### src/hw/rtl/gfpe_pkg.sv
// ----------------------------------------------------------------------------
// gfpe_pkg
// Shared types, constants and the GF(2^8) multiply for the parity encoder.
// ----------------------------------------------------------------------------
package gfpe_pkg;

    localparam int LANE_SHARDS = 8;
    localparam int LANE_ROWS   = 4;

    localparam int DEF_MAX_DATA_SHARDS   = 8;
    localparam int DEF_MAX_PARITY_SHARDS = 4;

    localparam int CFG_INDEX_W = 8;
    localparam int CFG_DATA_W  = 64;

    localparam logic [7:0] RST_FIELD_POLY   = 8'h1D;
    localparam logic [3:0] RST_DATA_COUNT   = 4'd8;
    localparam logic [2:0] RST_PARITY_COUNT = 3'd4;

    typedef logic [7:0] t_byte;

    typedef enum logic [CFG_INDEX_W-1:0] {
        REG_FIELD_POLY   = 8'd0,
        REG_DATA_COUNT   = 8'd1,
        REG_PARITY_COUNT = 8'd2,
        REG_ROW0_COEF    = 8'd3,
        REG_ROW1_COEF    = 8'd4,
        REG_ROW2_COEF    = 8'd5,
        REG_ROW3_COEF    = 8'd6
    } t_cfg_reg;

    function automatic t_byte gf_mul(input t_byte a_in, input t_byte b, input t_byte poly);
        t_byte acc;
        t_byte a;
        acc = '0;
        a   = a_in;
        for (int i = 0; i < 8; i++) begin
            if (b[i]) begin
                acc = acc ^ a;
            end
            a = {a[6:0], 1'b0} ^ (a[7] ? poly : 8'h00);
        end
        return acc;
    endfunction

endpackage

### src/hw/rtl/gfpe_lane.sv
// ----------------------------------------------------------------------------
// gfpe_lane
// One parity row: GF(2^8) products of each shard byte and its coefficient.
// ----------------------------------------------------------------------------
module gfpe_lane #(
    parameter int P_SHARDS = gfpe_pkg::LANE_SHARDS
) (
    input  logic                                   i_clk,
    input  logic                                   i_load,
    input  logic [gfpe_pkg::LANE_SHARDS*8-1:0]     i_stripe,
    input  logic [gfpe_pkg::LANE_SHARDS*8-1:0]     i_coef,
    input  gfpe_pkg::t_byte                        i_poly,
    input  logic [3:0]                             i_data_count,
    output gfpe_pkg::t_byte [P_SHARDS-1:0]         o_products
);

    gfpe_pkg::t_byte [P_SHARDS-1:0] n_products;
    gfpe_pkg::t_byte [P_SHARDS-1:0] r_products;

    always_comb begin
        for (int c = 0; c < P_SHARDS; c++) begin
            if (i_data_count > 4'(c)) begin
                n_products[c] = gfpe_pkg::gf_mul(i_coef[c*8 +: 8], i_stripe[c*8 +: 8], i_poly);
            end else begin
                n_products[c] = '0;
            end
        end
    end

    always_ff @(posedge i_clk) begin
        if (i_load) begin
            r_products <= n_products;
        end
    end

    assign o_products = r_products;

endmodule

### src/hw/rtl/gfpe_merge.sv
// ----------------------------------------------------------------------------
// gfpe_merge
// XOR-combine the lane products per row and register the parity beat.
// ----------------------------------------------------------------------------
module gfpe_merge #(
    parameter int P_SHARDS = gfpe_pkg::LANE_SHARDS,
    parameter int P_ROWS   = gfpe_pkg::LANE_ROWS
) (
    input  logic                                           i_clk,
    input  logic                                           i_load,
    input  gfpe_pkg::t_byte [P_ROWS-1:0][P_SHARDS-1:0]     i_products,
    input  logic [2:0]                                     i_parity_count,
    output logic [gfpe_pkg::LANE_ROWS*8-1:0]               o_parity
);

    logic [gfpe_pkg::LANE_ROWS*8-1:0] n_parity;
    logic [gfpe_pkg::LANE_ROWS*8-1:0] r_parity;

    always_comb begin
        n_parity = '0;
        for (int r = 0; r < P_ROWS; r++) begin
            for (int c = 0; c < P_SHARDS; c++) begin
                n_parity[r*8 +: 8] = n_parity[r*8 +: 8] ^ i_products[r][c];
            end
            if (i_parity_count <= 3'(r)) begin
                n_parity[r*8 +: 8] = '0;
            end
        end
    end

    always_ff @(posedge i_clk) begin
        if (i_load) begin
            r_parity <= n_parity;
        end
    end

    assign o_parity = r_parity;

endmodule

### src/hw/rtl/gf256_matrix_parity_encoder.sv
// ----------------------------------------------------------------------------
// gf256_matrix_parity_encoder
// Reed-Solomon style GF(2^8) matrix parity over one stripe per beat.
// ----------------------------------------------------------------------------
//  channel | direction | handshake           | payload
//  --------+-----------+---------------------+----------------------------------
//  stripe  | in        | i_valid / o_stall   | i_stripe_bytes, i_block_end
//  parity  | out       | o_valid / i_stall   | o_parity_bytes, o_block_end_out
//  config  | in        | i_cfg_we            | i_cfg_index, i_cfg_data
//
//  One beat per cycle unless the output stalls; product stage, then XOR merge.
//  The product stage holds one GF multiplier per shard per row.
//  Synchronous active-low reset empties both stages and loads register defaults.
//  A stall on the output backs up through both stages; input stalls only
//  when both stages hold beats and the output is stalled.
// ----------------------------------------------------------------------------
module gf256_matrix_parity_encoder #(
    parameter int MAX_DATA_SHARDS   = gfpe_pkg::DEF_MAX_DATA_SHARDS,
    parameter int MAX_PARITY_SHARDS = gfpe_pkg::DEF_MAX_PARITY_SHARDS
) (
    input  logic                                i_clk,
    input  logic                                i_rst_n,
    input  logic                                i_cfg_we,
    input  logic [gfpe_pkg::CFG_INDEX_W-1:0]    i_cfg_index,
    input  logic [gfpe_pkg::CFG_DATA_W-1:0]     i_cfg_data,
    input  logic                                i_valid,
    output logic                                o_stall,
    input  logic [63:0]                         i_stripe_bytes,
    input  logic                                i_block_end,
    output logic                                o_valid,
    input  logic                                i_stall,
    output logic [31:0]                         o_parity_bytes,
    output logic                                o_block_end_out
);

    localparam int LANES_D = (MAX_DATA_SHARDS < gfpe_pkg::LANE_SHARDS) ?
                             MAX_DATA_SHARDS : gfpe_pkg::LANE_SHARDS;
    localparam int LANES_R = (MAX_PARITY_SHARDS < gfpe_pkg::LANE_ROWS) ?
                             MAX_PARITY_SHARDS : gfpe_pkg::LANE_ROWS;

    gfpe_pkg::t_byte                    r_poly;
    logic [3:0]                         r_data_count;
    logic [2:0]                         r_parity_count;
    logic [LANES_R-1:0][63:0]           r_coef;

    logic                               r_v1;
    logic                               r_end1;
    logic                               r_v2;
    logic                               r_end2;

    logic                               s2_ready;
    logic                               s1_ready;
    logic                               s1_load;
    logic                               s2_load;

    gfpe_pkg::t_byte [LANES_R-1:0][LANES_D-1:0] lane_products;

    always_ff @(posedge i_clk) begin
        if (!i_rst_n) begin
            r_poly         <= gfpe_pkg::RST_FIELD_POLY;
            r_data_count   <= gfpe_pkg::RST_DATA_COUNT;
            r_parity_count <= gfpe_pkg::RST_PARITY_COUNT;
            r_coef         <= '0;
        end else if (i_cfg_we) begin
            case (i_cfg_index)
                gfpe_pkg::REG_FIELD_POLY:   r_poly         <= i_cfg_data[7:0];
                gfpe_pkg::REG_DATA_COUNT:   r_data_count   <= i_cfg_data[3:0];
                gfpe_pkg::REG_PARITY_COUNT: r_parity_count <= i_cfg_data[2:0];
                default: begin
                    for (int r = 0; r < LANES_R; r++) begin
                        if (i_cfg_index ==
                            gfpe_pkg::CFG_INDEX_W'(int'(gfpe_pkg::REG_ROW0_COEF) + r)) begin
                            r_coef[r] <= i_cfg_data;
                        end
                    end
                end
            endcase
        end
    end

    assign s2_ready = !r_v2 || !i_stall;
    assign s1_ready = !r_v1 || s2_ready;
    assign s1_load  = i_valid && s1_ready;
    assign s2_load  = r_v1 && s2_ready;

    always_ff @(posedge i_clk) begin
        if (!i_rst_n) begin
            r_v1 <= 1'b0;
            r_v2 <= 1'b0;
        end else begin
            if (s1_ready) begin
                r_v1 <= i_valid;
            end
            if (s2_ready) begin
                r_v2 <= r_v1;
            end
        end
    end

    always_ff @(posedge i_clk) begin
        if (s1_load) begin
            r_end1 <= i_block_end;
        end
        if (s2_load) begin
            r_end2 <= r_end1;
        end
    end

    for (genvar r = 0; r < LANES_R; r++) begin : g_row
        gfpe_lane #(
            .P_SHARDS (LANES_D)
        ) u_lane (
            .i_clk        (i_clk),
            .i_load       (s1_load),
            .i_stripe     (i_stripe_bytes),
            .i_coef       (r_coef[r]),
            .i_poly       (r_poly),
            .i_data_count (r_data_count),
            .o_products   (lane_products[r])
        );
    end

    gfpe_merge #(
        .P_SHARDS (LANES_D),
        .P_ROWS   (LANES_R)
    ) u_merge (
        .i_clk          (i_clk),
        .i_load         (s2_load),
        .i_products     (lane_products),
        .i_parity_count (r_parity_count),
        .o_parity       (o_parity_bytes)
    );

    assign o_stall         = !s1_ready;
    assign o_valid         = r_v2;
    assign o_block_end_out = r_end2;

    a_stall_only_when_full: assert property (@(posedge i_clk) disable iff (!i_rst_n)
        o_stall |-> (r_v1 && r_v2 && i_stall))
        else $error("input stalled with room in the pipeline");

    a_accept_fills_stage1: assert property (@(posedge i_clk) disable iff (!i_rst_n)
        (i_valid && !o_stall) |=> r_v1)
        else $error("accepted beat lost from product stage");

    a_stage1_to_output: assert property (@(posedge i_clk) disable iff (!i_rst_n)
        s2_load |=> (o_valid && (o_block_end_out == $past(r_end1))))
        else $error("product stage beat not moved to output");

    a_out_held_on_stall: assert property (@(posedge i_clk) disable iff (!i_rst_n)
        (r_v2 && i_stall) |=> (r_v2 && $stable(r_end2)))
        else $error("output beat dropped under stall");

endmodule
### config.mk
export PLATFORM = sky130hd
export DESIGN_NAME = gf256_matrix_parity_encoder
export DESIGN_NICKNAME = d
export VERILOG_FILES = /design/src/hw/rtl/gfpe_pkg.sv /design/src/hw/rtl/gfpe_lane.sv /design/src/hw/rtl/gfpe_merge.sv /design/src/hw/rtl/gf256_matrix_parity_encoder.sv
export SDC_FILE = /design/constraint.sdc
export NUM_CORES = 2
export LEC_CHECK = 0
export ABC_CLOCK_PERIOD_IN_PS = 16500
export BUFFER_PORTS_ARGS = -buffer_cell sky130_fd_sc_hd__buf_4
export CAP_MARGIN = 20
export CELL_PAD_IN_SITES_DETAIL_PLACEMENT = 0
export CELL_PAD_IN_SITES_GLOBAL_PLACEMENT = 1
export CORE_ASPECT_RATIO = 1.4
export CORE_MARGIN = 8
export CORE_UTILIZATION = 40
export CTS_CLUSTER_DIAMETER = 60
export DETAILED_ROUTE_END_ITERATION = 16
export PLACE_DENSITY = 0.71
export SYNTH_ARGS = -nofsm -noshare
export SYNTH_HDL_FRONTEND = slang
export SYNTH_SLANG_ARGS = --single-unit
### constraint.sdc
create_clock -name i_clk -period 16.5 [get_ports i_clk]
set_input_delay 3.3 -clock i_clk [delete_from_list [all_inputs] [get_ports i_clk]]
set_output_delay 3.3 -clock i_clk [all_outputs]
set_load 0.05 [all_outputs]
* After elaboration in Yosys (flattened, before gate mapping)
Cells that the tools add are included.
Operators by class: order comparisons 12, bitwise logic cells 477, equality and inequality tests 6, muxes and demuxes 704, reductions and logical operators 17
Operator list (number):
- $mux W8 | 704
- $xor A8 B8 Y8 | 476
- $eq A8 B3 Y1 const B | 3
- $eq A8 B2 Y1 const B | 2
- $gt A4 B3 Y1 const B | 4
- $reduce_and A3 Y1 | 4
- $eq A8 B1 Y1 const B | 1
- $gt A4 B1 Y1 const B | 2
- $gt A4 B2 Y1 const B | 2
- $logic_not A8 Y1 | 1
- $le A3 B1 Y1 const B | 2
- $le A3 B2 Y1 const B | 2
- $reduce_and A2 Y1 | 3
- $logic_not A1 Y1 | 4
- $reduce_or A3 Y1 | 1
- $logic_and A1 B1 Y1 | 2
- $logic_or A1 B1 Y1 | 2
- $not A1 Y1 | 1
Word-level totals: register bits 563, output and inout bits 35, word-level logic and storage cells 1263, input bits 142

* Logic depth before layout (Yosys ltp)
depth after elaboration 22, depth in mapped cells 23

* By module
Synthesis repeated with hierarchy kept, for this count alone.
Unflattened totals: cell total of the unflattened synthesis 15279, area, all modules 111504.4 um2
Modules (own cells, without submodules):
- gfpe_lane | cells each 3504, seq. area each 1921.8 um2, instances 4, area an instance 24577.3 um2
- gf256_matrix_parity_encoder | cells each 971, seq. area each 5525.3 um2, instances 1, area an instance 10105.9 um2
- gfpe_merge | cells each 292, seq. area each 960.9 um2, instances 1, area an instance 3089.2 um2

* Least setup slack after synthesis
Ideal clock, no wire load.
kind input-to-reg, start point in i_stall, end point reg g_row[0].u_lane.r_products, in the netlist g_row[0].u_lane.o_products[0] (enable), path slack 0.667 ns, data required time 15.596 ns, stages 2, arrival time 14.929 ns, path buffers 0, cell sequence and3_1 -> nor2b_1
On the way: word-level cells in the longest chain between the ends 4
RTL lines:
- start: declaration | RTL line gf256_matrix_parity_encoder.sv:31 | input logic i_stall,
- $logic_not A1 Y1 | RTL line gf256_matrix_parity_encoder.sv:81 | assign s2_ready = !r_v2 || !i_stall;
- $logic_or A1 B1 Y1 | RTL line gf256_matrix_parity_encoder.sv:81
- $logic_or A1 B1 Y1 | RTL line gf256_matrix_parity_encoder.sv:82 | assign s1_ready = !r_v1 || s2_ready;
- $logic_and A1 B1 Y1 | RTL line gf256_matrix_parity_encoder.sv:83 | assign s1_load = i_valid && s1_ready;
- named net g_row[0].u_lane.i_load | RTL line gfpe_lane.sv:9 | input logic i_load,
- end signal: assignment | RTL line gfpe_lane.sv:32 | r_products <= n_products;
- end: declaration | RTL line gfpe_lane.sv:18 | gfpe_pkg::t_byte [P_SHARDS-1:0] r_products;
The timed path passes the listed nets, and every way through them passes these cells. A chain may end at the register's enable or synchronous reset.

* Worst setup path in the final report
start point reg r_poly[7], end point reg g_row[3].u_lane.r_products, in the netlist g_row[3].u_lane.o_products[57] (data pin)
On the way: word-level cells in the longest chain between the ends 21
RTL lines:
- start: declaration | RTL line gf256_matrix_parity_encoder.sv:41 | gfpe_pkg::t_byte r_poly;
- start signal: assignment | RTL line gf256_matrix_parity_encoder.sv:60 | r_poly <= gfpe_pkg::RST_FIELD_POLY;
- start signal: assignment | RTL line gf256_matrix_parity_encoder.sv:66 | gfpe_pkg::REG_FIELD_POLY: r_poly <= i_cfg_data[7:0];
- $mux W8 | RTL line gfpe_pkg.sv:41 | a = {a[6:0], 1'b0} ^ (a[7] ? poly : 8'h00);
- $xor A8 B8 Y8 | RTL line gfpe_pkg.sv:41
- $mux W8 | RTL line gfpe_pkg.sv:41
- $xor A8 B8 Y8 | RTL line gfpe_pkg.sv:41
- $xor A8 B8 Y8 | RTL line gfpe_pkg.sv:39 | acc = acc ^ a;
- $mux W8 | RTL line gfpe_pkg.sv:38 | if (b[i]) begin
- $mux W8 | RTL line gfpe_lane.sv:22 | if (i_data_count > 4'(c)) begin
- $xor A8 B8 Y8 | RTL line gfpe_pkg.sv:39
- (+5 left out)
- $xor A8 B8 Y8 | RTL line gfpe_pkg.sv:39
- $mux W8 | RTL line gfpe_pkg.sv:38
- $mux W8 | RTL line gfpe_lane.sv:22
- $xor A8 B8 Y8 | RTL line gfpe_pkg.sv:39
- $mux W8 | RTL line gfpe_pkg.sv:38
- $mux W8 | RTL line gfpe_lane.sv:22
- $xor A8 B8 Y8 | RTL line gfpe_pkg.sv:39
- $mux W8 * | RTL line gfpe_pkg.sv:38
- end signal: assignment | RTL line gfpe_lane.sv:32
- end: declaration | RTL line gfpe_lane.sv:18
Mark *: on every way between the ends. The rest lies on a longest branch, timed or not. The select of a mux whose other input is x is not followed.

==> impl_metrics.env <==
export IMPL_result_of_the_run="complete, no violations"
export IMPL_clk_latency_ns=0.75
export IMPL_ys_flop_type="sky130_fd_sc_hd__edfxtp_1"
export IMPL_design_core_area_mm2=0.271
export IMPL_clock_tree_buffer_depth=3
export IMPL_share_of_layout_cells_above_drive_strength_1_pct=9.64
export IMPL_setup_worst_path_class="flop to flop"
export IMPL_met3_length_um=56300
export IMPL_globalplace_congestion=0.966
export IMPL_worstHoldPathType="flop to flop"
export IMPL_highest_layer="met5"
export IMPL_worst_setup_hold_path_clk_slew_ns=0.06
export IMPL_critical_path_top_delay_family="simple AND/OR/NAND/NOR gates"
export IMPL_drc=0
export IMPL_syn2layout_area_growth_pct=5.09
export IMPL_clock_sink_count=563
export IMPL_drt_met1_wl_um=206000
export IMPL_die_width_um=457
export IMPL_cp_common_cell="sky130_fd_sc_hd__buf_4"
export IMPL_netlist_instances=14848
export IMPL_worst_hold_path_num_cells=0
export IMPL_finalPower_mw=4.26
export IMPL_grt_overflow=0
export IMPL_grt_setup_unrepaired="no"
export IMPL_grt_first_pass_wirelength_um=763000
export IMPL_hold_slack_ns=0.418
export IMPL_cts_root_buffer_cell="sky130_fd_sc_hd__clkbuf_16"
export IMPL_synth_nets=14990
export IMPL_layoutNonFillerInstCount=17590
export IMPL_post_route_period_util_pct=45.2
export IMPL_post_route_util_pct=42.2
export IMPL_dp_worst_setup_slack_ns=9.31
export IMPL_yosys_register_bits=563
export IMPL_floorplan_die_area_mm2=0.289
export IMPL_routed_via_density=6.56
export IMPL_num_cts_buffers=89
export IMPL_dpl_hpwl_um=379000
export IMPL_cp_slowest_stage_delay_ns=0.83
export IMPL_numPortBuffers=176
export IMPL_tritoncts_clock_tree="done"
export IMPL_synth_cell_types=134
export IMPL_setup_violations_final=0
export IMPL_core_rowCount=226
export IMPL_timing_max_slew_rel_slack_pct=10.7
export IMPL_drt_pass1_iterations=6
export IMPL_global_route_usage_over_all_layers_pct=35.3
export IMPL_synth_seq_area_share_pct=13.0
export IMPL_grt_antenna_before_repair=72
export IMPL_cts_htree_levels=3
export IMPL_critPathArrivalTime_ns=7.94
export IMPL_finalHoldViolations=0
export IMPL_multi_input_area_mm2=0.0880
export IMPL_setup_worst_path_end_class="flop"
export IMPL_dpl_instance_area_mm2=0.111
export IMPL_report_final_slew_viol_count=0
export IMPL_count_of_instances_resized_after_the_clock_tree_is_built=0
export IMPL_first_iter_violations=13928
export IMPL_yosys_warnings=0
export IMPL_ir_drop_mv=0.0764
export IMPL_cp_required_ns=16.99
export IMPL_final_min_clock_period_ns=7.45
export IMPL_synth_edff_count=290
export IMPL_timing_fmax_mhz=134
export IMPL_power_per_cell_area_mw_per_mm2=37.3
export IMPL_dr_total_vias=115424
export IMPL_met2RoutedLength_um=234000
export IMPL_synthArstFlopShare_pct=0
export IMPL_worstSetupPathDepth=15
export IMPL_cts_post_setup_buffers_inserted=0
export IMPL_setup_tns_final_ns=0
export IMPL_synth_area_mm2=0.109
export IMPL_dieHeight_um=633
export IMPL_leakagePower_nw=38.2
export IMPL_placed_instance_count=17358
export IMPL_ff_latch_area_mm2=0.0142
export IMPL_routed_wire_length_per_instance_um=31.0
export IMPL_cap_violations=0
export IMPL_ioPinCount=177
export IMPL_route_antenna_remaining_nets=0
export IMPL_fin_nets=14059
export IMPL_fin_worst_skew_ns=0.0208
export IMPL_critPathSlowestCell="sky130_fd_sc_hd__nor4_2"
export IMPL_finalInstanceArea_mm2=0.114
export IMPL_critPathBufInv=3
export IMPL_startpoint_type="flop"
export IMPL_synth_avg_cell_area_um2=7.32
export IMPL_r2r_worst_path_cells=15
export IMPL_via_count_of_the_first_global_routing_pass=103621
export IMPL_crit_path_max_fanout=49
export IMPL_n_fill_cell=28330
export IMPL_number_of_buffers_inserted_for_hold_repair_after_clock_tree_synthesis=0
export IMPL_max_slew_worst_pin_slew_ns=1.34
export IMPL_cp_cell_sequence="buf_4 > buf_4 > or2_4 > buf_4 > a21oi_1 > nor4_2 > nor2_1 > a22oi_1 > nand3_1 > and3_1 > o21ai_1 > nand4_1 > a21oi_1 > xnor3_1 > and2_1"
export IMPL_grt_start_max_net_pins=136
export IMPL_totalWireLength_um=545000
export IMPL_r2r_setup_slack_ns=9.05
export IMPL_starting_density_of_the_core_pct=40.2
export IMPL_fin_ws_ns=9.05
==> Yosys cell counts, drive strengths merged, types with 136 or more instances <==
library cell / count / area share [%]
xor2: 551 / 4.8
nand2b: 144 / 0.83
a21oi: 977 / 4.6
dfxtp: 273 / 5.0
o21ai: 728 / 3.4
nand2: 2712 / 9.4
mux2i: 229 / 2.2
and3: 189 / 1.1
edfxtp: 290 / 8.0
clkbuf: 921 / 3.2
nor2: 735 / 2.6
xnor3: 282 / 5.8
nand4: 144 / 0.83
nor3: 217 / 1.1
nand3: 489 / 2.3
o211ai: 310 / 2.1
buf: 616 / 3.0
and2: 136 / 0.78
a211oi: 258 / 1.9
a21boi: 281 / 1.9
xnor2: 1948 / 16
==> power by group <==
group	internal [mW]	switching [mW]	total (mW)
Combinational	0.161	0.463	0.624
Sequential	1.52	0.0482	1.57
Clock	1.20	0.863	2.07
Total	2.89	1.37	4.26
==> cell usage in the layout (no fill, tap or decap), types with 100 or more instances in the layout <==
cell                       instances
sky130_fd_sc_hd__nor2_1          702
sky130_fd_sc_hd__xnor2_1        1922
sky130_fd_sc_hd__a21oi_1         954
sky130_fd_sc_hd__o21a_1          100
sky130_fd_sc_hd__dfxtp_1         265
sky130_fd_sc_hd__nand3_1         487
sky130_fd_sc_hd__xor2_1          520
sky130_fd_sc_hd__or3b_2          102
sky130_fd_sc_hd__nand4_1         144
sky130_fd_sc_hd__a31oi_1         118
sky130_fd_sc_hd__edfxtp_1        290
sky130_fd_sc_hd__nor3_1          198
sky130_fd_sc_hd__nand2_1        2698
sky130_fd_sc_hd__o21ai_0         655
sky130_fd_sc_hd__o211ai_1        310
sky130_fd_sc_hd__a211oi_1        232
sky130_fd_sc_hd__a21o_1          133
sky130_fd_sc_hd__o311ai_0        102
sky130_fd_sc_hd__a32oi_1         104
sky130_fd_sc_hd__and3_1          184
sky130_fd_sc_hd__buf_4           500
sky130_fd_sc_hd__and2_1          120
sky130_fd_sc_hd__mux2i_1         212
sky130_fd_sc_hd__nand2b_1        140
sky130_fd_sc_hd__a21boi_0        275
sky130_fd_sc_hd__xnor3_1         282
==> per-layer routing <==
layer,global-route usage [%],vias up
met4,27.4,44
met2,53.7,6759
met5,0,-
met1,42.6,55560
li1,-,51329
met3,8.79,1732
==> worst paths after layout <==
kind,from,endpoint
worst min-delay path,r_end1,o_block_end_out
worst max register to register,r_poly[7],g_row[3].u_lane.o_products[57]
worst min register to register,r_end1,o_block_end_out
worst max-delay path,r_poly[7],g_row[3].u_lane.o_products[57]
==> flip-flops by register name, summed over array words and instances (netlist names) <==
| signal | flops |
|---|---|
| g_row.u_lane.o_products | 256 |
| r_coef | 256 |
| u_merge.o_parity | 32 |
| r_poly | 8 |
| r_data_count | 4 |
| r_parity_count | 3 |
| o_block_end_out | 1 |
| o_valid | 1 |
| r_end1 | 1 |
| r_v1 | 1 |
==> cell type report <==
cell class                      instances  area share, %
Multi-Input combinational cell      12693           77.1
Tap cell                             3534           3.87
Clock buffer                          113           2.23
Antenna cell                           64          0.140
Inverter                               55          0.214
Timing Repair Buffer                  515           3.55
Clock inverter                         53          0.491
Sequential cell                       563           12.4
==> kinds of logic after synthesis <==
kind of cell	share of synthesized area (%)
simple gates	24.2
buf+inv	6.38
mux	2.60
xor+xnor	27.3
compound gates	26.5
flops	13.0
Power figures use the tool's default switching activity.
